### config.mk
export PLATFORM = sky130hd
export DESIGN_NAME = uart_register_block_with_rx_fifo_core
export DESIGN_NICKNAME = d
export VERILOG_FILES = /design/src/hdl/urb_pkg.sv /design/src/hdl/urb_ram.sv /design/src/hdl/uart_register_block_with_rx_fifo_core.sv
export SDC_FILE = /design/constraint.sdc
export NUM_CORES = 1
export LEC_CHECK = 0
export BUFFER_PORTS_ARGS = -buffer_cell sky130_fd_sc_hd__buf_4
export CORE_UTILIZATION = 63
export DETAILED_ROUTE_END_ITERATION = 10
export GPL_TIMING_DRIVEN = 0
export PLACE_DENSITY_LB_ADDON = 0.1
export SETUP_SLACK_MARGIN = 0.15
export SYNTH_ARGS = -nofsm -noshare
export SYNTH_HDL_FRONTEND = slang
export SYNTH_HIERARCHICAL = 1
export SYNTH_SLANG_ARGS = --single-unit
### constraint.sdc
create_clock -name clk -period 4.46 [get_ports clk]
set_input_delay 0.223 -clock clk [delete_from_list [all_inputs] [get_ports clk]]
set_output_delay 0.223 -clock clk [all_outputs]
set_load 0.01 [all_outputs]
### src/hdl/urb_pkg.sv
// ----------------------------------------------------------------------------
// urb_pkg
// Shared types and constants for the uart register block: beat payloads,
// access modes, register offsets and interrupt identity codes.
// ----------------------------------------------------------------------------
package urb_pkg;

  typedef struct packed {
    logic [1:0] mode;
    logic [7:0] reg_offset;
    logic [7:0] write_data;
    logic [7:0] rx_byte;
  } req_t;

  typedef struct packed {
    logic [7:0] read_data;
    logic       irq_level;
    logic       tx_valid;
    logic [7:0] tx_byte;
  } rsp_t;

  // access modes
  localparam logic [1:0] MODE_READ  = 2'd0;
  localparam logic [1:0] MODE_WRITE = 2'd1;
  localparam logic [1:0] MODE_RX    = 2'd2;

  // register offsets
  localparam logic [7:0] OFF_DATA   = 8'h00;
  localparam logic [7:0] OFF_IER    = 8'h01;
  localparam logic [7:0] OFF_IIR    = 8'h02;
  localparam logic [7:0] OFF_LCR    = 8'h03;
  localparam logic [7:0] OFF_MCR    = 8'h04;
  localparam logic [7:0] OFF_LSR    = 8'h05;
  localparam logic [7:0] OFF_MSR    = 8'h06;
  localparam logic [7:0] OFF_SCR    = 8'h07;
  localparam logic [7:0] OFF_MDR    = 8'h08;
  localparam logic [7:0] OFF_SUPCTL = 8'h10;
  localparam logic [7:0] OFF_SUPSTS = 8'h11;

  localparam logic [7:0] BANK_EXT   = 8'hBF;
  localparam logic [7:0] MODEM_STAT = 8'hB0;

  // interrupt identity codes
  localparam logic [7:0] ID_NONE = 8'h01;
  localparam logic [7:0] ID_LINE = 8'h06;
  localparam logic [7:0] ID_DATA = 8'h04;
  localparam logic [7:0] ID_TXE  = 8'h02;

  // line status bits
  localparam logic [7:0] LS_DR  = 8'h01;
  localparam logic [7:0] LS_OE  = 8'h02;
  localparam logic [7:0] LS_TXE = 8'h60;

endpackage

### src/hdl/urb_ram.sv
// ----------------------------------------------------------------------------
// urb_ram
// Simple dual-port RAM: one write port, one read port with registered data.
// ----------------------------------------------------------------------------
module urb_ram #(
  parameter int WIDTH = 8,
  parameter int DEPTH = 64
) (
  input  logic                     clk,
  input  logic                     we,
  input  logic [$clog2(DEPTH)-1:0] waddr,
  input  logic [WIDTH-1:0]         wdata,
  input  logic [$clog2(DEPTH)-1:0] raddr,
  output logic [WIDTH-1:0]         rdata
);

  logic [WIDTH-1:0] mem [DEPTH];

  always_ff @(posedge clk) begin
    if (we) begin
      mem[waddr] <= wdata;
    end
    rdata <= mem[raddr];
  end

endmodule

### src/hdl/uart_register_block_with_rx_fifo_core.sv
// ----------------------------------------------------------------------------
// uart_register_block_with_rx_fifo_core
// 16550-style register file with banked registers, interrupt identity
// priority and a receive ring fifo held in a ram.
// ----------------------------------------------------------------------------
// throughput: one beat per cycle while the result side is not stalled, every access or
// received byte is one pass; a beat taken into the input register moves to the
// result register when it advances; the fifo ram is read ahead every cycle at
// the next read pointer, with write forwarding, so a pop does not wait on the ram read
// reset: synchronous; the register file, valid flags and fifo pointers clear at
// once, input and result data and the fifo ram are not cleared, the ram needs no sweep
module uart_register_block_with_rx_fifo_core #(
  parameter int RX_DEPTH = 64
) (
  input  logic          clk,
  input  logic          rst,
  input  logic          req_valid,
  output logic          req_stall,
  input  urb_pkg::req_t req,
  output logic          rsp_valid,
  input  logic          rsp_stall,
  output urb_pkg::rsp_t rsp
);

  localparam int PTR_W  = (RX_DEPTH > 1) ? $clog2(RX_DEPTH) : 1;
  localparam int FILL_W = $clog2(RX_DEPTH + 1);
  localparam logic [PTR_W-1:0]  PTR_LAST = PTR_W'(RX_DEPTH - 1);
  localparam logic [FILL_W-1:0] FILL_MAX = FILL_W'(RX_DEPTH);

  // input register
  logic          s1_valid;
  urb_pkg::req_t s1;
  logic          advance;

  // architectural state
  logic [3:0]        int_enable;
  logic [7:0]        int_ident;
  logic [7:0]        fifo_ctrl;
  logic [7:0]        line_ctrl;
  logic [7:0]        modem_ctrl;
  logic [7:0]        line_status;
  logic [7:0]        scratch_pad;
  logic [7:0]        divisor_low;
  logic [7:0]        divisor_high;
  logic [7:0]        mode_def;
  logic [7:0]        enhanced_feat;
  logic [7:0]        xon_words  [2];
  logic [7:0]        xoff_words [2];
  logic [7:0]        supp_ctrl;
  logic [7:0]        supp_status;
  logic              tx_empty_pending;
  logic [1:0]        ident_read_count;
  logic [PTR_W-1:0]  rx_write_ptr;
  logic [PTR_W-1:0]  rx_read_ptr;
  logic [FILL_W-1:0] rx_fill;

  // next values
  logic [3:0]        int_enable_next;
  logic [7:0]        int_ident_next;
  logic [7:0]        fifo_ctrl_next;
  logic [7:0]        line_ctrl_next;
  logic [7:0]        modem_ctrl_next;
  logic [7:0]        line_status_next;
  logic [7:0]        scratch_pad_next;
  logic [7:0]        divisor_low_next;
  logic [7:0]        divisor_high_next;
  logic [7:0]        mode_def_next;
  logic [7:0]        enhanced_feat_next;
  logic [7:0]        xon_words_next  [2];
  logic [7:0]        xoff_words_next [2];
  logic [7:0]        supp_ctrl_next;
  logic [7:0]        supp_status_next;
  logic              tx_empty_pending_next;
  logic [1:0]        ident_read_count_next;
  logic [PTR_W-1:0]  rx_write_ptr_next;
  logic [PTR_W-1:0]  rx_read_ptr_next;
  logic [FILL_W-1:0] rx_fill_next;
  urb_pkg::rsp_t     rsp_next;

  // fifo ram and read-ahead forwarding
  logic             ram_we;
  logic [PTR_W-1:0] ram_raddr;
  logic [7:0]       ram_rdata;
  logic             fwd_hit;
  logic [7:0]       fwd_data;
  logic [7:0]       rx_head;

  function automatic logic [7:0] pick_ident(input logic [3:0] ie, input logic [7:0] ls,
                                            input logic txe_pend);
    logic [7:0] id;
    if (ie[2] && ((ls & urb_pkg::LS_OE) != 8'h00)) begin
      id = urb_pkg::ID_LINE;
    end else if (ie[0] && ((ls & urb_pkg::LS_DR) != 8'h00)) begin
      id = urb_pkg::ID_DATA;
    end else if (ie[1] && txe_pend) begin
      id = urb_pkg::ID_TXE;
    end else begin
      id = urb_pkg::ID_NONE;
    end
    return id;
  endfunction

  function automatic logic [PTR_W-1:0] ptr_inc(input logic [PTR_W-1:0] p);
    return (p == PTR_LAST) ? '0 : p + PTR_W'(1);
  endfunction

  // handshake
  assign advance   = s1_valid && (!rsp_valid || !rsp_stall);
  assign req_stall = s1_valid && !advance;

  always_ff @(posedge clk) begin
    if (rst) begin
      s1_valid <= 1'b0;
    end else if (req_valid && !req_stall) begin
      s1_valid <= 1'b1;
    end else if (advance) begin
      s1_valid <= 1'b0;
    end
  end

  always_ff @(posedge clk) begin
    if (req_valid && !req_stall) begin
      s1 <= req;
    end
  end

  assign rx_head = fwd_hit ? fwd_data : ram_rdata;

  always_comb begin
    logic       ext;
    logic       dlab;
    logic [2:0] cnt_inc;
    logic [7:0] wd;

    int_enable_next       = int_enable;
    int_ident_next        = int_ident;
    fifo_ctrl_next        = fifo_ctrl;
    line_ctrl_next        = line_ctrl;
    modem_ctrl_next       = modem_ctrl;
    line_status_next      = line_status;
    scratch_pad_next      = scratch_pad;
    divisor_low_next      = divisor_low;
    divisor_high_next     = divisor_high;
    mode_def_next         = mode_def;
    enhanced_feat_next    = enhanced_feat;
    xon_words_next        = xon_words;
    xoff_words_next       = xoff_words;
    supp_ctrl_next        = supp_ctrl;
    supp_status_next      = supp_status;
    tx_empty_pending_next = tx_empty_pending;
    ident_read_count_next = ident_read_count;
    rx_write_ptr_next     = rx_write_ptr;
    rx_read_ptr_next      = rx_read_ptr;
    rx_fill_next          = rx_fill;
    rsp_next              = '0;
    ram_we                = 1'b0;

    ext     = (line_ctrl == urb_pkg::BANK_EXT);
    dlab    = line_ctrl[7];
    cnt_inc = {1'b0, ident_read_count} + 3'd1;
    wd      = s1.write_data;

    case (s1.mode)
      urb_pkg::MODE_READ: begin
        case (s1.reg_offset)
          urb_pkg::OFF_DATA: begin
            if (dlab) begin
              rsp_next.read_data = divisor_low;
            end else begin
              if (rx_fill != '0) begin
                rsp_next.read_data = rx_head;
                rx_read_ptr_next   = ptr_inc(rx_read_ptr);
                rx_fill_next       = rx_fill - FILL_W'(1);
              end
              if (rx_fill_next != '0) begin
                line_status_next = line_status_next | urb_pkg::LS_DR;
              end else begin
                line_status_next = line_status_next & ~urb_pkg::LS_DR;
              end
              int_ident_next = pick_ident(int_enable_next, line_status_next,
                                          tx_empty_pending_next);
            end
          end
          urb_pkg::OFF_IER: begin
            rsp_next.read_data = dlab ? divisor_high : {4'h0, int_enable};
          end
          urb_pkg::OFF_IIR: begin
            if (ext) begin
              rsp_next.read_data = enhanced_feat;
            end else begin
              rsp_next.read_data = int_ident;
              if ((int_ident & 8'h0F) == urb_pkg::ID_TXE) begin
                // the second identity read showing transmit-empty acknowledges it
                ident_read_count_next = cnt_inc[1:0];
                if (cnt_inc >= 3'd2) begin
                  tx_empty_pending_next = 1'b0;
                  ident_read_count_next = 2'd0;
                  int_ident_next = pick_ident(int_enable_next, line_status_next,
                                              tx_empty_pending_next);
                end
              end
            end
          end
          urb_pkg::OFF_LCR: rsp_next.read_data = line_ctrl;
          urb_pkg::OFF_MCR: rsp_next.read_data = ext ? xon_words[0] : modem_ctrl;
          urb_pkg::OFF_LSR: begin
            if (ext) begin
              rsp_next.read_data = xon_words[1];
            end else begin
              rsp_next.read_data = line_status;
              line_status_next   = line_status & ~urb_pkg::LS_OE;
              int_ident_next = pick_ident(int_enable_next, line_status_next,
                                          tx_empty_pending_next);
            end
          end
          urb_pkg::OFF_MSR:    rsp_next.read_data = ext ? xoff_words[0] : urb_pkg::MODEM_STAT;
          urb_pkg::OFF_SCR:    rsp_next.read_data = ext ? xoff_words[1] : scratch_pad;
          urb_pkg::OFF_MDR:    rsp_next.read_data = mode_def;
          urb_pkg::OFF_SUPCTL: rsp_next.read_data = supp_ctrl;
          urb_pkg::OFF_SUPSTS: rsp_next.read_data = supp_status & 8'hFE;
          default: ;
        endcase
      end
      urb_pkg::MODE_WRITE: begin
        case (s1.reg_offset)
          urb_pkg::OFF_DATA: begin
            if (dlab) begin
              divisor_low_next = wd;
            end else begin
              line_status_next      = line_status | urb_pkg::LS_TXE;
              tx_empty_pending_next = 1'b1;
              ident_read_count_next = 2'd0;
              int_ident_next = pick_ident(int_enable_next, line_status_next,
                                          tx_empty_pending_next);
              rsp_next.tx_valid = 1'b1;
              rsp_next.tx_byte  = wd;
            end
          end
          urb_pkg::OFF_IER: begin
            if (dlab) begin
              divisor_high_next = wd;
            end else begin
              int_enable_next = wd[3:0];
              // rising transmit-empty enable while the transmitter is empty
              if (!int_enable[1] && wd[1] && line_status[5]) begin
                tx_empty_pending_next = 1'b1;
              end
              int_ident_next = pick_ident(int_enable_next, line_status_next,
                                          tx_empty_pending_next);
            end
          end
          urb_pkg::OFF_IIR: begin
            if (ext) begin
              enhanced_feat_next = wd;
            end else begin
              fifo_ctrl_next = wd;
              if (wd[1]) begin
                rx_write_ptr_next = '0;
                rx_read_ptr_next  = '0;
                rx_fill_next      = '0;
                line_status_next  = line_status_next & ~urb_pkg::LS_DR;
              end
              if (wd[2]) begin
                tx_empty_pending_next = 1'b0;
                line_status_next      = line_status_next | urb_pkg::LS_TXE;
              end
              int_ident_next = pick_ident(int_enable_next, line_status_next,
                                          tx_empty_pending_next);
            end
          end
          urb_pkg::OFF_LCR: line_ctrl_next = wd;
          urb_pkg::OFF_MCR: begin
            if (ext) begin
              xon_words_next[0] = wd;
            end else begin
              modem_ctrl_next = wd;
            end
          end
          urb_pkg::OFF_LSR: begin
            if (ext) begin
              xon_words_next[1] = wd;
            end
          end
          urb_pkg::OFF_MSR: begin
            if (ext) begin
              xoff_words_next[0] = wd;
            end
          end
          urb_pkg::OFF_SCR: begin
            if (ext) begin
              xoff_words_next[1] = wd;
            end else begin
              scratch_pad_next = wd;
            end
          end
          urb_pkg::OFF_MDR:    mode_def_next    = wd;
          urb_pkg::OFF_SUPCTL: supp_ctrl_next   = wd;
          urb_pkg::OFF_SUPSTS: supp_status_next = wd;
          default: ;
        endcase
      end
      urb_pkg::MODE_RX: begin
        if (rx_fill == FILL_MAX) begin
          line_status_next = line_status | urb_pkg::LS_OE;
        end else begin
          ram_we            = advance;
          rx_write_ptr_next = ptr_inc(rx_write_ptr);
          rx_fill_next      = rx_fill + FILL_W'(1);
        end
        if (rx_fill_next != '0) begin
          line_status_next = line_status_next | urb_pkg::LS_DR;
        end
        int_ident_next = pick_ident(int_enable_next, line_status_next,
                                    tx_empty_pending_next);
      end
      default: ;
    endcase

    rsp_next.irq_level = (int_ident_next != urb_pkg::ID_NONE);
  end

  // the ram always reads the entry that will be at the head next cycle
  assign ram_raddr = advance ? rx_read_ptr_next : rx_read_ptr;

  urb_ram #(
    .WIDTH (8),
    .DEPTH (RX_DEPTH)
  ) u_rx_ram (
    .clk   (clk),
    .we    (ram_we),
    .waddr (rx_write_ptr),
    .wdata (s1.rx_byte),
    .raddr (ram_raddr),
    .rdata (ram_rdata)
  );

  always_ff @(posedge clk) begin
    if (rst) begin
      fwd_hit <= 1'b0;
    end else begin
      fwd_hit <= ram_we && (rx_write_ptr == ram_raddr);
    end
    fwd_data <= s1.rx_byte;
  end

  always_ff @(posedge clk) begin
    if (rst) begin
      int_enable       <= '0;
      int_ident        <= urb_pkg::ID_NONE;
      fifo_ctrl        <= '0;
      line_ctrl        <= '0;
      modem_ctrl       <= '0;
      line_status      <= urb_pkg::LS_TXE;
      scratch_pad      <= '0;
      divisor_low      <= '0;
      divisor_high     <= '0;
      mode_def         <= '0;
      enhanced_feat    <= '0;
      xon_words[0]     <= '0;
      xon_words[1]     <= '0;
      xoff_words[0]    <= '0;
      xoff_words[1]    <= '0;
      supp_ctrl        <= '0;
      supp_status      <= '0;
      tx_empty_pending <= 1'b0;
      ident_read_count <= '0;
      rx_write_ptr     <= '0;
      rx_read_ptr      <= '0;
      rx_fill          <= '0;
    end else if (advance) begin
      int_enable       <= int_enable_next;
      int_ident        <= int_ident_next;
      fifo_ctrl        <= fifo_ctrl_next;
      line_ctrl        <= line_ctrl_next;
      modem_ctrl       <= modem_ctrl_next;
      line_status      <= line_status_next;
      scratch_pad      <= scratch_pad_next;
      divisor_low      <= divisor_low_next;
      divisor_high     <= divisor_high_next;
      mode_def         <= mode_def_next;
      enhanced_feat    <= enhanced_feat_next;
      xon_words        <= xon_words_next;
      xoff_words       <= xoff_words_next;
      supp_ctrl        <= supp_ctrl_next;
      supp_status      <= supp_status_next;
      tx_empty_pending <= tx_empty_pending_next;
      ident_read_count <= ident_read_count_next;
      rx_write_ptr     <= rx_write_ptr_next;
      rx_read_ptr      <= rx_read_ptr_next;
      rx_fill          <= rx_fill_next;
    end
  end

  // result register
  always_ff @(posedge clk) begin
    if (rst) begin
      rsp_valid <= 1'b0;
    end else if (advance) begin
      rsp_valid <= 1'b1;
    end else if (!rsp_stall) begin
      rsp_valid <= 1'b0;
    end
  end

  always_ff @(posedge clk) begin
    if (advance) begin
      rsp <= rsp_next;
    end
  end

  // fifo never holds more than its depth
  a_fill_bound: assert property (@(posedge clk) disable iff (rst)
    rx_fill <= FILL_MAX)
    else $error("rx fill beyond depth");

  // empty or full fifo has both pointers at the same entry
  a_ptr_match: assert property (@(posedge clk) disable iff (rst)
    (rx_fill == '0 || rx_fill == FILL_MAX) |-> rx_write_ptr == rx_read_ptr)
    else $error("rx pointers out of step with fill");

  // data ready tracks fifo occupancy
  a_dr_fill: assert property (@(posedge clk) disable iff (rst)
    line_status[0] == (rx_fill != '0))
    else $error("data ready disagrees with fifo fill");

  // a held result carries the interrupt level of the current state
  a_irq_state: assert property (@(posedge clk) disable iff (rst)
    rsp_valid |-> rsp.irq_level == (int_ident != urb_pkg::ID_NONE))
    else $error("irq level in result differs from identity");

  // input side only stalls with a beat waiting in the input register
  a_stall_cause: assert property (@(posedge clk) disable iff (rst)
    req_stall |-> s1_valid && rsp_valid && rsp_stall)
    else $error("input stalled without a blocked beat");

endmodule

==> run summary <==
status - finished with violations
failing checks - DRC
multiplexer area fraction after synthesis - 12.9%
# rows - 79
Top FF cell, synth - edfxtp_1
Worst setup SP type - flip-flop
CTS Root Cell - clkbuf_16
CTS buffer count - 73
critical path class - reg -> reg
Max Freq - 0.236 GHz
Worst EP required - 4950 ps
antenna-violating nets left - 0
Slew Limit Fails - 0
CTS tree - yes
gpl congestion - 0.998
die height - 220 um
n_diodes - 0
largest net degree at the start of global routing - 34
Sw Share - 20.8%
flop-to-flop setup slack - 220 ps
Initial DRC Count - 2,737
Post-Syn Instances - 2,050
syn_nets - 2,090
RSZ-0062 raised after global routing - false
async set-reset flop share out of synthesis - 0%
vias in the first global route - 19,400
Clock Path Buffers - 3
routed via count - 19,900
worst hold path type - in -> reg
Avg Inst Size Synth - 14.6 sq um
Crit path max-delay family - buffers and inverters
initial antenna violation count - 0
final hold vios - 0
Yosys top cell by area - edfxtp_1
Synth Register Bits - 715
Post-Synth Adder-Cell Area - 0.419%
io pins - 50
Post-Synth Simple-Gate Area - 9.61%
P_int - 10.8 mW
worst slack, placed - -672 ps
CP max FO - 10
worst vdd ir - 0.000482 V
Syn. warnings - 6
DR pass1 iterations - 10
Area Overhead vs Synth - 14.8%
core area - 46,700 sq um
H-tree Lvls - 3
part of the cycle the worst path needs - 95.2%
Clk pwr share - 44.2%
Util after Layout - 73.4%
HPWL after DPL - 59,000 um
PortBufs - 48
r2r worst-path depth - 14
compound-gate portion of the synthesized area - 7.63%
worst skew pair latency - 630 ps
CP max-delay cell - mux4_2
grt ovf - 0
sequential power share - 53.0%
Synth area leaders - edfxtp_1 (56%), dfxtp_1 (11%), mux4_2 (9.4%)
gr usage total - 37.5%
final worst setup slack - 215 ps
worst endpoint data arrival time - 4730 ps
Post-synth EDFFs - 556
xor and xnor area share after synthesis - 0.264%
Avg Vias per Cell - 6.91
layout cell share with drive strength beyond 1 - 18.0%
Worst setup endpoint - u_rx_ram/rdata[0]$_DFF_P_
Tmin final - 4240 ps
crit end category - flip-flop
Post-synth top cells - edfxtp_1 (556), nor2_1 (213), dfxtp_1 (159)
clk slew on worst S/H paths - 60 ps
CP Buf/Inv Count - 6
reg2reg start - s1[25]$_DFFE_PP_
WP depth - 14
worst path cell trace - inv_1 -> ha_1 -> clkbuf_1 -> nand2_1 -> nor4b_1 -> a21oi_2 -> inv_1 -> buf_6 -> buf_6 -> buf_6 -> mux4_2 -> a22oi_2 -> nand3_1 -> a22o_1
most common cell in the netlist - edfxtp_1
count of unique library cells instantiated by Yosys - 85
die area - 48,200 sq um
CP max stage delay - 580 ps
width of the die - 220 um
Cell Pwr Density - 400 nW/um^2
Avg WL per Cell - 30.7 um
Initial Utilization - 63.9%
Hold Path Depth - 3
main combinational cell family by area after synthesis - multiplexers
number of nets in the layout - 2,259
part of the Yosys area used for sequential elements - 66.6%
worst rel slew slack - 10.5%
clk_skew - 23.9 ps
Routed WL - 88,400 um
worst setup path start - s1[25]$_DFFE_PP_
most frequent CP cell - buf_6
Sink Count - 715
Slew @ Worst Pin - 1330 ps
DRC violations left - 8
r2r endpoint - u_rx_ram/rdata[0]$_DFF_P_
Max-cap violations - 0
net switching power figure - 2.85 mW
Post-Syn Area - 29,800 sq um
leak pwr - 10.9 nW
Comb pwr share - 2.8%
Final setup viols - 0
first-pass GRT wire length - 128,000 um
share of the synthesized area in the top cell type - 56.0%
[power by group through the flow]
stage / Sequential (mW) / Combinational (mW) / Clock, mW
2_1_floorplan: 7.41 / 0.131 / 0
3_3_place_gp: 7.46 / 0.245 / 0
3_5_place_dp: 7.39 / 0.355 / 0
4_1_cts: 7.25 / 0.377 / 6.09
5_1_grt: 7.25 / 0.406 / 6.34
6_report: 7.25 / 0.386 / 6.05
[sequential cells by signal (all words and copies together) (netlist names), 16 cells and up]
register	cells
rsp	18
s1	26
u_rx_ram/mem	512
xoff_words	16
xon_words	16
[per-stage QoR]
| step | area, sq um | power [mW] | cells | TNS [ps] | hold WS (ps) |
|---|---|---|---|---|---|
| 2_1_floorplan | 29800 | 7.54 | 2050 | 0 | 322 |
| 3_3_place_gp | 31000 | 7.70 | 2705 | -3950 | 401 |
| 3_5_place_dp | 31400 | 7.75 | 2721 | -4510 | 402 |
| 4_1_cts | 34100 | 13.7 | 2880 | 0 | 186 |
| 5_1_grt | 34200 | 14.0 | 2882 | 0 | 232 |
| 6_report | 34200 | 13.7 | 2882 | 0 | 241 |
[worst register-to-register path, stage by stage (launching register included)]
cell,delay (ps)
edfxtp_1,430
inv_1,110
ha_1,140
clkbuf_1,400
nand2_1,300
nor4b_1,460
a21oi_2,120
inv_1,90
buf_6,160
buf_6,230
buf_6,270
mux4_2,610
a22oi_2,310
nand3_1,200
a22o_1,280
[final cells by class]
| type | count | area, sq um |
|---|---|---|
| sequential | 715 | 19900 |
| fill | 2892 | 12400 |
| multi-input combinational | 1171 | 9300 |
| clock buffer | 94 | 2010 |
| timing repair buffer | 94 | 1100 |
| tap | 607 | 759 |
| buffer | 141 | 748 |
| clock inverter | 37 | 360 |
| inverter | 23 | 86.3 |
[routing by layer]
metal / part of all wire [%] / vias up / track usage, %
li1: - / 8350 / -
met1: 36 / 9834 / 47.4
met2: 48 / 1411 / 60.5
met3: 9.9 / 309 / 7.14
met4: 6.5 / 0 / 22.8
met5: 0 / - / 0
[cells in the final DEF, fill, tap and decap left out, types with 9 or more instances in the layout]
master / synthesis / layout
a211oi_1: 18 / 18
and2_1: 14 / 14
o22ai_1: 30 / 29
o21ai_0: 42 / 41
a222oi_1: 13 / 13
buf_4: 12 / 62
mux2i_1: 96 / 95
and3_1: 23 / 23
a31oi_1: 16 / 16
nand2_1: 141 / 139
inv_1: 21 / 21
nand2b_1: 10 / 10
clkbuf_1: 88 / 88
nor2_1: 213 / 211
clkinv_1: 2 / 14
nand4_1: 11 / 11
clkbuf_16: 0 / 76
mux4_2: 125 / 125
buf_16: 0 / 16
nand3b_1: 9 / 9
a221oi_1: 17 / 17
buf_2: 26 / 17
a22oi_1: 23 / 18
o221ai_1: 9 / 9
nor2b_1: 23 / 21
or2_2: 9 / 9
nor3_1: 22 / 22
clkinv_2: 0 / 11
nand3_1: 63 / 63
clkbuf_2: 0 / 14
dlygate4sd3_1: 0 / 28
dfxtp_1: 159 / 159
edfxtp_1: 556 / 556
nor4_1: 10 / 10
ha_1: 10 / 10
a21oi_1: 79 / 78
buf_6: 6 / 15
[worst min-delay path by stage]
stage	from	end
2_1_floorplan	req[0]	s1[0]$_DFFE_PP_
3_3_place_gp	req[15]	s1[15]$_DFFE_PP_
3_5_place_dp	req[19]	s1[19]$_DFFE_PP_
4_1_cts	rst	int_ident[0]$_SDFFE_PP1P_
5_1_grt	rst	int_ident[0]$_SDFFE_PP1P_
6_report	rst	int_ident[0]$_SDFFE_PP1P_
[repair_timing]
| item | in CTS | in global routing |
|---|---|---|
| pin swaps | 0 | 1 |
| gates resized for setup | 33 | 27 |
| setup endpoints to repair | 8 | 16 |
| buffers inserted | 0 | 2 |
| hold buffers | 28 | 0 |
| endpoints found under the hold margin | 28 | 0 |
[cell families (layout without fill, tap and decap cells)]
| kind of cell | count (synthesis) | after routing |
|---|---|---|
| flops | 715 | 715 |
| simple gates | 593 | 593 |
| compound gates | 331 | 331 |
| mux | 228 | 228 |
| buf+inv | 164 | 389 |
| fa+ha+maj | 10 | 10 |
| xor+xnor | 9 | 9 |
(Power assumes the default switching activity.)
